File: config.mk
export PLATFORM = sky130hd
export DESIGN_NAME = fec_ber_estimate
export DESIGN_NICKNAME = d
export VERILOG_FILES = /design/src/design/fbe_pkg.sv /design/src/design/fec_ber_estimate.sv
export SDC_FILE = /design/constraint.sdc
export NUM_CORES = 2
export LEC_CHECK = 0
export BUFFER_PORTS_ARGS = -buffer_cell sky130_fd_sc_hd__clkbuf_2
export CAP_MARGIN = 20
export CELL_PAD_IN_SITES_DETAIL_PLACEMENT = 0
export CELL_PAD_IN_SITES_GLOBAL_PLACEMENT = 1
export CORE_ASPECT_RATIO = 1.1
export CORE_UTILIZATION = 45
export CTS_CLUSTER_DIAMETER = 60
export DETAILED_ROUTE_END_ITERATION = 16
export PLACE_DENSITY = 0.78
export SYNTH_ARGS = -nofsm -noshare
export SYNTH_HDL_FRONTEND = slang
export SYNTH_SLANG_ARGS = --single-unit
File: constraint.sdc
create_clock -name clk -period 13.4 [get_ports clk]
set_clock_uncertainty 0.15 [all_clocks]
set_input_delay 2.01 -clock clk [delete_from_list [all_inputs] [get_ports clk]]
set_output_delay 2.01 -clock clk [all_outputs]
set_load 0.02 [all_outputs]
File: src/design/fbe_pkg.sv
// Shared types and constants for the FEC error rate estimator.
`timescale 1ns / 1ps

package fbe_pkg;

  localparam int CNT_W    = 64;   // codeword counter width
  localparam int PER_W    = 32;   // period width
  localparam int TICK_W   = 10;   // tick rate register width
  localparam int KC_W     = 30;   // tick * 10^6 fits here
  localparam int KU_W     = 50;   // tick * 10^12 fits here
  localparam int MUL_STEPS = KU_W;  // one multiplier bit per cycle
  localparam int DIV_STEPS = CNT_W; // one quotient bit per cycle
  localparam int BCD_DIGITS = 20;   // 2^64-1 has 20 decimal digits
  localparam int BCD_W    = 4 * BCD_DIGITS;
  localparam int MANT_W   = 10;
  localparam int EXP_W    = 5;
  localparam int STAT_W   = 3;

  localparam logic [TICK_W-1:0] TICK_RESET = 10'd250;
  localparam logic [CNT_W-1:0]  CW_BITS    = 64'd5440;
  localparam logic [KC_W-1:0]   CCW_MULT   = 30'd1000000;
  localparam logic [KU_W-1:0]   UCW_MULT   = 50'd1000000000000;
  localparam logic [EXP_W-1:0]  CCW_EXP    = 5'd6;
  localparam logic [EXP_W-1:0]  UCW_EXP    = 5'd12;

  typedef enum logic [STAT_W-1:0] {
    ST_OK         = 3'd0,
    ST_ZERO_TOTAL = 3'd1,
    ST_CCW_OVF    = 3'd2,
    ST_UCW_OVF    = 3'd3,
    ST_ZERO_DIV   = 3'd4
  } status_t;

  typedef enum logic [2:0] {
    S_IDLE,
    S_PREP,
    S_MUL,
    S_CHECK,
    S_DIV,
    S_NORM,
    S_DONE
  } state_t;

endpackage

File: src/design/fec_ber_estimate.sv
// FEC corrected and uncorrectable codeword error rate estimator, bit serial.
`timescale 1ns / 1ps
// Sequence: prep, 50-step multiply, check, then a 64-step divide and a normalize for the
//   corrected rate and again for the uncorrectable rate, then done; an error status found at the check skips to done.
// A new word is accepted only in idle, once the previous result has entered the output
//   register; that transfer waits while the output register still holds an untaken result.
// Reset (rst_n low, synchronous): controller idle, no result pending, tick_rate = 250.
module fec_ber_estimate (
  input  logic                        clk,
  input  logic                        rst_n,
  input  logic                        cfg_wr_en,
  input  logic [fbe_pkg::TICK_W-1:0]  cfg_wr_data,
  input  logic                        in_valid,
  output logic                        in_ready,
  input  logic [fbe_pkg::CNT_W-1:0]   in_uncorrectable_count,
  input  logic [fbe_pkg::CNT_W-1:0]   in_corrected_count,
  input  logic [fbe_pkg::CNT_W-1:0]   in_good_count,
  input  logic [fbe_pkg::PER_W-1:0]   in_period_length,
  output logic                        out_valid,
  input  logic                        out_ready,
  output logic [fbe_pkg::STAT_W-1:0]  out_status,
  output logic [fbe_pkg::MANT_W-1:0]  out_corrected_mantissa,
  output logic signed [fbe_pkg::EXP_W-1:0] out_corrected_exponent,
  output logic [fbe_pkg::MANT_W-1:0]  out_uncorrectable_mantissa,
  output logic signed [fbe_pkg::EXP_W-1:0] out_uncorrectable_exponent
);
  import fbe_pkg::*;

  localparam int ACC_C_W = CNT_W + KC_W;  // full corrected numerator
  localparam int ACC_U_W = CNT_W + KU_W;  // full uncorrectable numerator

  // Control
  state_t           state_r, state_nxt;
  logic [5:0]       cnt_r, cnt_nxt;
  logic             sel_r, sel_nxt;       // 0: corrected rate, 1: uncorrectable rate
  logic [TICK_W-1:0] tick_r, tick_nxt;

  // Captured word
  logic [CNT_W-1:0] ucw_r, ucw_nxt;
  logic [CNT_W-1:0] ccw_r, ccw_nxt;
  logic [CNT_W-1:0] gcw_r, gcw_nxt;

  // Multiply phase: three Horner accumulators fed MSB first from shift registers
  logic [MUL_STEPS-1:0] p_sr_r, p_sr_nxt;
  logic [MUL_STEPS-1:0] kc_sr_r, kc_sr_nxt;
  logic [MUL_STEPS-1:0] ku_sr_r, ku_sr_nxt;
  logic [CNT_W-1:0]     t_r, t_nxt;        // corrected + good * 5440, wrapped
  logic                 zero_r, zero_nxt;  // corrected + good wrapped to zero
  logic [ACC_C_W-1:0]   acc_c_r, acc_c_nxt;
  logic [ACC_U_W-1:0]   acc_u_r, acc_u_nxt;
  logic [CNT_W-1:0]     den_r, den_nxt;

  // Divide / decimal conversion
  logic [CNT_W-1:0]   num_sr_r, num_sr_nxt;
  logic [CNT_W:0]     rem_r, rem_nxt;
  logic [BCD_W-1:0]   bcd_r, bcd_nxt;
  logic [EXP_W-1:0]   mag_r, mag_nxt;

  // Result
  status_t            status_r, status_nxt;
  logic [MANT_W-1:0]  cm_r, cm_nxt, um_r, um_nxt;
  logic [EXP_W-1:0]   ce_r, ce_nxt, ue_r, ue_nxt;

  // Output register
  logic               out_valid_r, out_valid_nxt;
  status_t            out_status_r, out_status_nxt;
  logic [MANT_W-1:0]  out_cm_r, out_cm_nxt, out_um_r, out_um_nxt;
  logic [EXP_W-1:0]   out_ce_r, out_ce_nxt, out_ue_r, out_ue_nxt;

  // Datapath helpers
  logic [CNT_W:0]   div_shift;
  logic [CNT_W:0]   div_diff;
  logic             div_ge;
  logic [BCD_W-1:0] bcd_adj;
  logic [MANT_W-1:0] mant;

  always_ff @(posedge clk) begin
    if (!rst_n) begin
      state_r     <= S_IDLE;
      out_valid_r <= 1'b0;
      tick_r      <= TICK_RESET;
    end else begin
      state_r     <= state_nxt;
      out_valid_r <= out_valid_nxt;
      tick_r      <= tick_nxt;
    end
  end

  always_ff @(posedge clk) begin
    cnt_r        <= cnt_nxt;
    sel_r        <= sel_nxt;
    ucw_r        <= ucw_nxt;
    ccw_r        <= ccw_nxt;
    gcw_r        <= gcw_nxt;
    p_sr_r       <= p_sr_nxt;
    kc_sr_r      <= kc_sr_nxt;
    ku_sr_r      <= ku_sr_nxt;
    t_r          <= t_nxt;
    zero_r       <= zero_nxt;
    acc_c_r      <= acc_c_nxt;
    acc_u_r      <= acc_u_nxt;
    den_r        <= den_nxt;
    num_sr_r     <= num_sr_nxt;
    rem_r        <= rem_nxt;
    bcd_r        <= bcd_nxt;
    mag_r        <= mag_nxt;
    status_r     <= status_nxt;
    cm_r         <= cm_nxt;
    ce_r         <= ce_nxt;
    um_r         <= um_nxt;
    ue_r         <= ue_nxt;
    out_status_r <= out_status_nxt;
    out_cm_r     <= out_cm_nxt;
    out_ce_r     <= out_ce_nxt;
    out_um_r     <= out_um_nxt;
    out_ue_r     <= out_ue_nxt;
  end

  // One restoring divide step; the quotient bit drives the double-dabble shift.
  always_comb begin
    div_shift = {rem_r[CNT_W-1:0], num_sr_r[CNT_W-1]};
    div_diff  = div_shift - {1'b0, den_r};
    div_ge    = div_shift >= {1'b0, den_r};
    for (int i = 0; i < BCD_DIGITS; i++) begin
      if (bcd_r[4*i +: 4] >= 4'd5) begin
        bcd_adj[4*i +: 4] = bcd_r[4*i +: 4] + 4'd3;
      end else begin
        bcd_adj[4*i +: 4] = bcd_r[4*i +: 4];
      end
    end
    mant = MANT_W'(bcd_r[11:8]) * 10'd100 + MANT_W'(bcd_r[7:4]) * 10'd10
         + MANT_W'(bcd_r[3:0]);
  end

  always_comb begin
    state_nxt  = state_r;
    cnt_nxt    = cnt_r;
    sel_nxt    = sel_r;
    tick_nxt   = tick_r;
    ucw_nxt    = ucw_r;
    ccw_nxt    = ccw_r;
    gcw_nxt    = gcw_r;
    p_sr_nxt   = p_sr_r;
    kc_sr_nxt  = kc_sr_r;
    ku_sr_nxt  = ku_sr_r;
    t_nxt      = t_r;
    zero_nxt   = zero_r;
    acc_c_nxt  = acc_c_r;
    acc_u_nxt  = acc_u_r;
    den_nxt    = den_r;
    num_sr_nxt = num_sr_r;
    rem_nxt    = rem_r;
    bcd_nxt    = bcd_r;
    mag_nxt    = mag_r;
    status_nxt = status_r;
    cm_nxt     = cm_r;
    ce_nxt     = ce_r;
    um_nxt     = um_r;
    ue_nxt     = ue_r;

    out_valid_nxt  = out_valid_r & ~out_ready;
    out_status_nxt = out_status_r;
    out_cm_nxt     = out_cm_r;
    out_ce_nxt     = out_ce_r;
    out_um_nxt     = out_um_r;
    out_ue_nxt     = out_ue_r;

    in_ready = (state_r == S_IDLE);

    if (cfg_wr_en) begin
      tick_nxt = cfg_wr_data;
    end

    unique case (state_r)
      S_IDLE: begin
        if (in_valid) begin
          ucw_nxt   = in_uncorrectable_count;
          ccw_nxt   = in_corrected_count;
          gcw_nxt   = in_good_count;
          p_sr_nxt  = MUL_STEPS'(in_period_length);
          state_nxt = S_PREP;
        end
      end
      S_PREP: begin
        t_nxt     = ccw_r + gcw_r * CW_BITS;
        zero_nxt  = (ccw_r + gcw_r) == '0;
        kc_sr_nxt = MUL_STEPS'(KC_W'(tick_r) * CCW_MULT);
        ku_sr_nxt = MUL_STEPS'(KU_W'(tick_r) * UCW_MULT);
        acc_c_nxt = '0;
        acc_u_nxt = '0;
        den_nxt   = '0;
        cnt_nxt   = '0;
        state_nxt = S_MUL;
      end
      S_MUL: begin
        // Horner: acc = 2*acc + bit * operand, scale constant or period fed MSB first
        acc_c_nxt = {acc_c_r[ACC_C_W-2:0], 1'b0}
                  + (kc_sr_r[MUL_STEPS-1] ? ACC_C_W'(ccw_r) : '0);
        acc_u_nxt = {acc_u_r[ACC_U_W-2:0], 1'b0}
                  + (ku_sr_r[MUL_STEPS-1] ? ACC_U_W'(ucw_r) : '0);
        den_nxt   = {den_r[CNT_W-2:0], 1'b0} + (p_sr_r[MUL_STEPS-1] ? t_r : '0);
        kc_sr_nxt = {kc_sr_r[MUL_STEPS-2:0], 1'b0};
        ku_sr_nxt = {ku_sr_r[MUL_STEPS-2:0], 1'b0};
        p_sr_nxt  = {p_sr_r[MUL_STEPS-2:0], 1'b0};
        if (cnt_r == 6'(MUL_STEPS - 1)) begin
          state_nxt = S_CHECK;
        end else begin
          cnt_nxt = cnt_r + 6'd1;
        end
      end
      S_CHECK: begin
        // count > limit is the same as the unwrapped numerator leaving 64 bits
        priority if (zero_r) begin
          status_nxt = ST_ZERO_TOTAL;
        end else if (acc_c_r[ACC_C_W-1:CNT_W] != '0) begin
          status_nxt = ST_CCW_OVF;
        end else if (acc_u_r[ACC_U_W-1:CNT_W] != '0) begin
          status_nxt = ST_UCW_OVF;
        end else if (den_r == '0) begin
          status_nxt = ST_ZERO_DIV;
        end else begin
          status_nxt = ST_OK;
        end
        if (status_nxt != ST_OK) begin
          cm_nxt    = '0;
          ce_nxt    = '0;
          um_nxt    = '0;
          ue_nxt    = '0;
          state_nxt = S_DONE;
        end else begin
          num_sr_nxt = acc_c_r[CNT_W-1:0];
          rem_nxt    = '0;
          bcd_nxt    = '0;
          mag_nxt    = '0;
          cnt_nxt    = '0;
          sel_nxt    = 1'b0;
          state_nxt  = S_DIV;
        end
      end
      S_DIV: begin
        rem_nxt    = div_ge ? div_diff : div_shift;
        num_sr_nxt = {num_sr_r[CNT_W-2:0], 1'b0};
        bcd_nxt    = {bcd_adj[BCD_W-2:0], div_ge};
        if (cnt_r == 6'(DIV_STEPS - 1)) begin
          state_nxt = S_NORM;
        end else begin
          cnt_nxt = cnt_r + 6'd1;
        end
      end
      S_NORM: begin
        // drop two decimal digits while four or more remain
        if (bcd_r[BCD_W-1:12] != '0) begin
          bcd_nxt = {8'b0, bcd_r[BCD_W-1:8]};
          mag_nxt = mag_r + 5'd2;
        end else if (!sel_r) begin
          cm_nxt     = mant;
          ce_nxt     = mag_r - CCW_EXP;
          num_sr_nxt = acc_u_r[CNT_W-1:0];
          rem_nxt    = '0;
          bcd_nxt    = '0;
          mag_nxt    = '0;
          cnt_nxt    = '0;
          sel_nxt    = 1'b1;
          state_nxt  = S_DIV;
        end else begin
          um_nxt    = mant;
          ue_nxt    = mag_r - UCW_EXP;
          state_nxt = S_DONE;
        end
      end
      S_DONE: begin
        if (!out_valid_r || out_ready) begin
          out_valid_nxt  = 1'b1;
          out_status_nxt = status_r;
          out_cm_nxt     = cm_r;
          out_ce_nxt     = ce_r;
          out_um_nxt     = um_r;
          out_ue_nxt     = ue_r;
          state_nxt      = S_IDLE;
        end
      end
      default: begin
        state_nxt = S_IDLE;
      end
    endcase
  end

  assign out_valid                  = out_valid_r;
  assign out_status                 = out_status_r;
  assign out_corrected_mantissa     = out_cm_r;
  assign out_corrected_exponent     = out_ce_r;
  assign out_uncorrectable_mantissa = out_um_r;
  assign out_uncorrectable_exponent = out_ue_r;

endmodule

==> flow_summary.json <==
{
  "status": "finished clean",
  "endpoint_kind": "flop",
  "drcViolationCount": 0,
  "viasPerCell": 5.69,
  "ys_seq_area_frac": 0.377,
  "cts_hold_repair.buffers": 0,
  "synth_most_common_cell": "edfxtp_1",
  "power_mw": 22.3,
  "tns_ns": 0,
  "arrival_ns": 9.05,
  "relSlewSlack": 0.219,
  "worst_setup_path_start_kind": "flop",
  "power_density_nw_per_um2": 269,
  "cpMostUsedCell": "a21oi_1",
  "yosysTopAreaCell": "edfxtp_1",
  "cts_setup_buffers": 0,
  "worst_r2r_path_depth": 31,
  "die_x_um": 393,
  "critPathLaunch": "gcw_r[6]",
  "drive_gt1_frac": 0.0704,
  "start_util": 0.453,
  "r2r_end": "t_r[63]",
  "cts_buffer_depth": 3,
  "maxCapViolations": 0,
  "fmax_mhz": 115,
  "cts_tree": "yes",
  "drt_iter0_markers": 4100,
  "cp-endpoint": "t_r[63]",
  "drt-total-wl_um": 215000,
  "yosys_warnings": 0,
  "synthToLayoutAreaGrowth_pct": 9.97,
  "routabilityCongestion": 0.981,
  "worstReg2RegStart": "gcw_r[6]",
  "rrSetupSlack_ns": 4.70,
  "overflow": 0,
  "clkTransAtPathRegs_ns": 0.06,
  "tightest_slew_ns": 1.16,
  "worstPathRequired_ns": 13.75,
  "dp_slack_ns": 4.84,
  "final_nets": 9283,
  "ys_async_sr_fraction": 0,
  "synth_top_area_frac": 0.373,
  "die-area_um2": 169000,
  "synth_edf_count": 939,
  "syn_area_per_cell_um2": 9.54,
  "ios": 274,
  "critPathKind": "flop to flop",
  "drtPass1Iterations": 5,
  "synthTopCellsByArea": "edfxtp_1, ha_1, fa_1",
  "dp.final_hpwl_um": 167000,
  "core_region_area_um2": 167000,
  "antenna_found_initial": 8,
  "synth_common_cells": "edfxtp_1, ha_1, inv_1",
  "grt_pass1_wl_um": 331000,
  "row_count": 157,
  "p_leak_nw": 36.0,
  "syn_area_um2": 75500,
  "final-hold-violation-count": 0,
  "ant_nets": 0,
  "synthDistinctLibCells": 81,
  "report.final.slew_viol_count": 0,
  "worst_skew_pair.late_latency_ns": 0.78,
  "min_period_ns": 8.70,
  "cp_slowest_cell": "edfxtp_1",
  "dieHeight_um": 432,
  "synth-seq-cells": 953,
  "cp_max_fo": 5,
  "wl_per_cell_um": 20.7,
  "rsz0062_at_grt": "false",
  "numCtsBuffers": 116,
  "ir_drop_v": 0.000213,
  "setup_viol": 0,
  "hp-class": "flop to flop",
  "cts_resized": 0,
  "post-route-period-util": 0.649,
  "numPortBuffers": 271,
  "worst_slack_ns": 4.70,
  "cts.sinks": 953,
  "syn_inst": 7915,
  "max_stage_delay_ns": 0.53,
  "grt_max_degree": 143,
  "grt_pass1_vias": 58400,
  "vias": 59100,
  "synth_flop_cell": "edfxtp_1",
  "h-tree-depth": 3,
  "clockRootBuffer": "clkbuf_16",
  "grt_use_total": 0.250
}
metrics by stage:
step | cells | area, um2 | utilization | hold WS [ns]
2_1_floorplan | 7916 | 75500 | - | 0.250
3_3_place_gp | 10200 | 79000 | 0.474 | 0.254
3_5_place_dp | 10200 | 79000 | 0.474 | 0.255
4_1_cts | 10400 | 83000 | 0.498 | 0.269
5_1_grt | 10400 | 83000 | 0.498 | 0.274
6_report | 10400 | 83000 | 0.498 | 0.268
worst max-delay path: cells and delay by family (launching register included):
| kind | cells | cell delay (ns) |
|---|---|---|
| DFF | 1 | 0.53 |
| and+or+nand+nor | 3 | 0.36 |
| AOI/OAI and AO/OA | 18 | 4.59 |
| adders and majority gates | 6 | 2.27 |
| xor gates and xnor gates | 2 | 0.42 |
| buffers and inverters | 2 | 0.09 |
how the worst min path moves through the flow:
| stage | startpoint | end | cells past startpoint |
|---|---|---|---|
| 3_3_place_gp | status_r[1] | out_status[1] | 0 |
| 5_1_grt | ce_r[4] | out_corrected_exponent[4] | 0 |
| 2_1_floorplan | ce_r[1] | out_corrected_exponent[1] | 0 |
| 6_report | cm_r[1] | out_corrected_mantissa[1] | 0 |
| 4_1_cts | cm_r[1] | out_corrected_mantissa[1] | 0 |
| 3_5_place_dp | cm_r[7] | out_corrected_mantissa[7] | 0 |
layer usage:
layer,vias up,part of all wire,global-route usage
met2,1475,0.47,0.419
met4,0,0.042,0.104
met5,-,0,0
met1,28700,0.45,0.330
li1,28700,-,-
met3,344,0.044,0.0251
flip-flops by register name, summed over array words and instances, names as in the netlist, 36 cells and up:
| register | cells |
|---|---|
| rem_r | 64 |
| ku_sr_r | 36 |
| acc_c_r | 94 |
| bcd_r | 80 |
| kc_sr_r | 43 |
| gcw_r | 64 |
| den_r | 64 |
| t_r | 64 |
| ccw_r | 64 |
| p_sr_r | 50 |
| ucw_r | 64 |
| num_sr_r | 64 |
| acc_u_r | 114 |
placed cells by master, fill, tap and decap left out, types with 132 or more instances in the layout:
cell	synthesis	final
a21o_1	323	322
a21oi_1	595	595
and2_1	232	229
clkbuf_2	0	271
edfxtp_1	939	939
fa_1	190	190
ha_1	788	788
inv_1	738	738
mux2i_1	132	132
nand2_1	670	669
nand3_1	139	139
nand4_1	138	138
nor2_1	608	605
o21ai_0	434	433
xnor2_1	312	312
xor2_1	191	191
where the power goes:
part / internal, mW / leakage, nW / total (mW) / switching (mW)
logic: 5.64 / 25.0 / 13.9 / 8.24
clock network: 1.93 / 1.94 / 3.32 / 1.39
registers: 4.59 / 9.08 / 5.13 / 0.541
total: 12.2 / 36.0 / 22.3 / 10.2
cells by family after synthesis:
family / share of synthesized area
AND/OR/NAND/NOR: 0.152
AO/OA/AOI/OAI: 0.162
buffers and inverters: 0.0513
adder cells (fa/ha/maj): 0.181
flip-flops: 0.377
XOR/XNOR: 0.0586
multiplexers: 0.0178
other: 0.0000497
cell type report:
type	instances	area [um2]
inverter	738	2770
timing repair buffer	323	1760
sequential	953	28500
tap	2226	2790
fill	15700	83600
antenna	1	2.50
clock inverter	90	1020
clock buffer	130	2980
multi-input combinational	5934	43200
(Power assumes the default switching activity.)
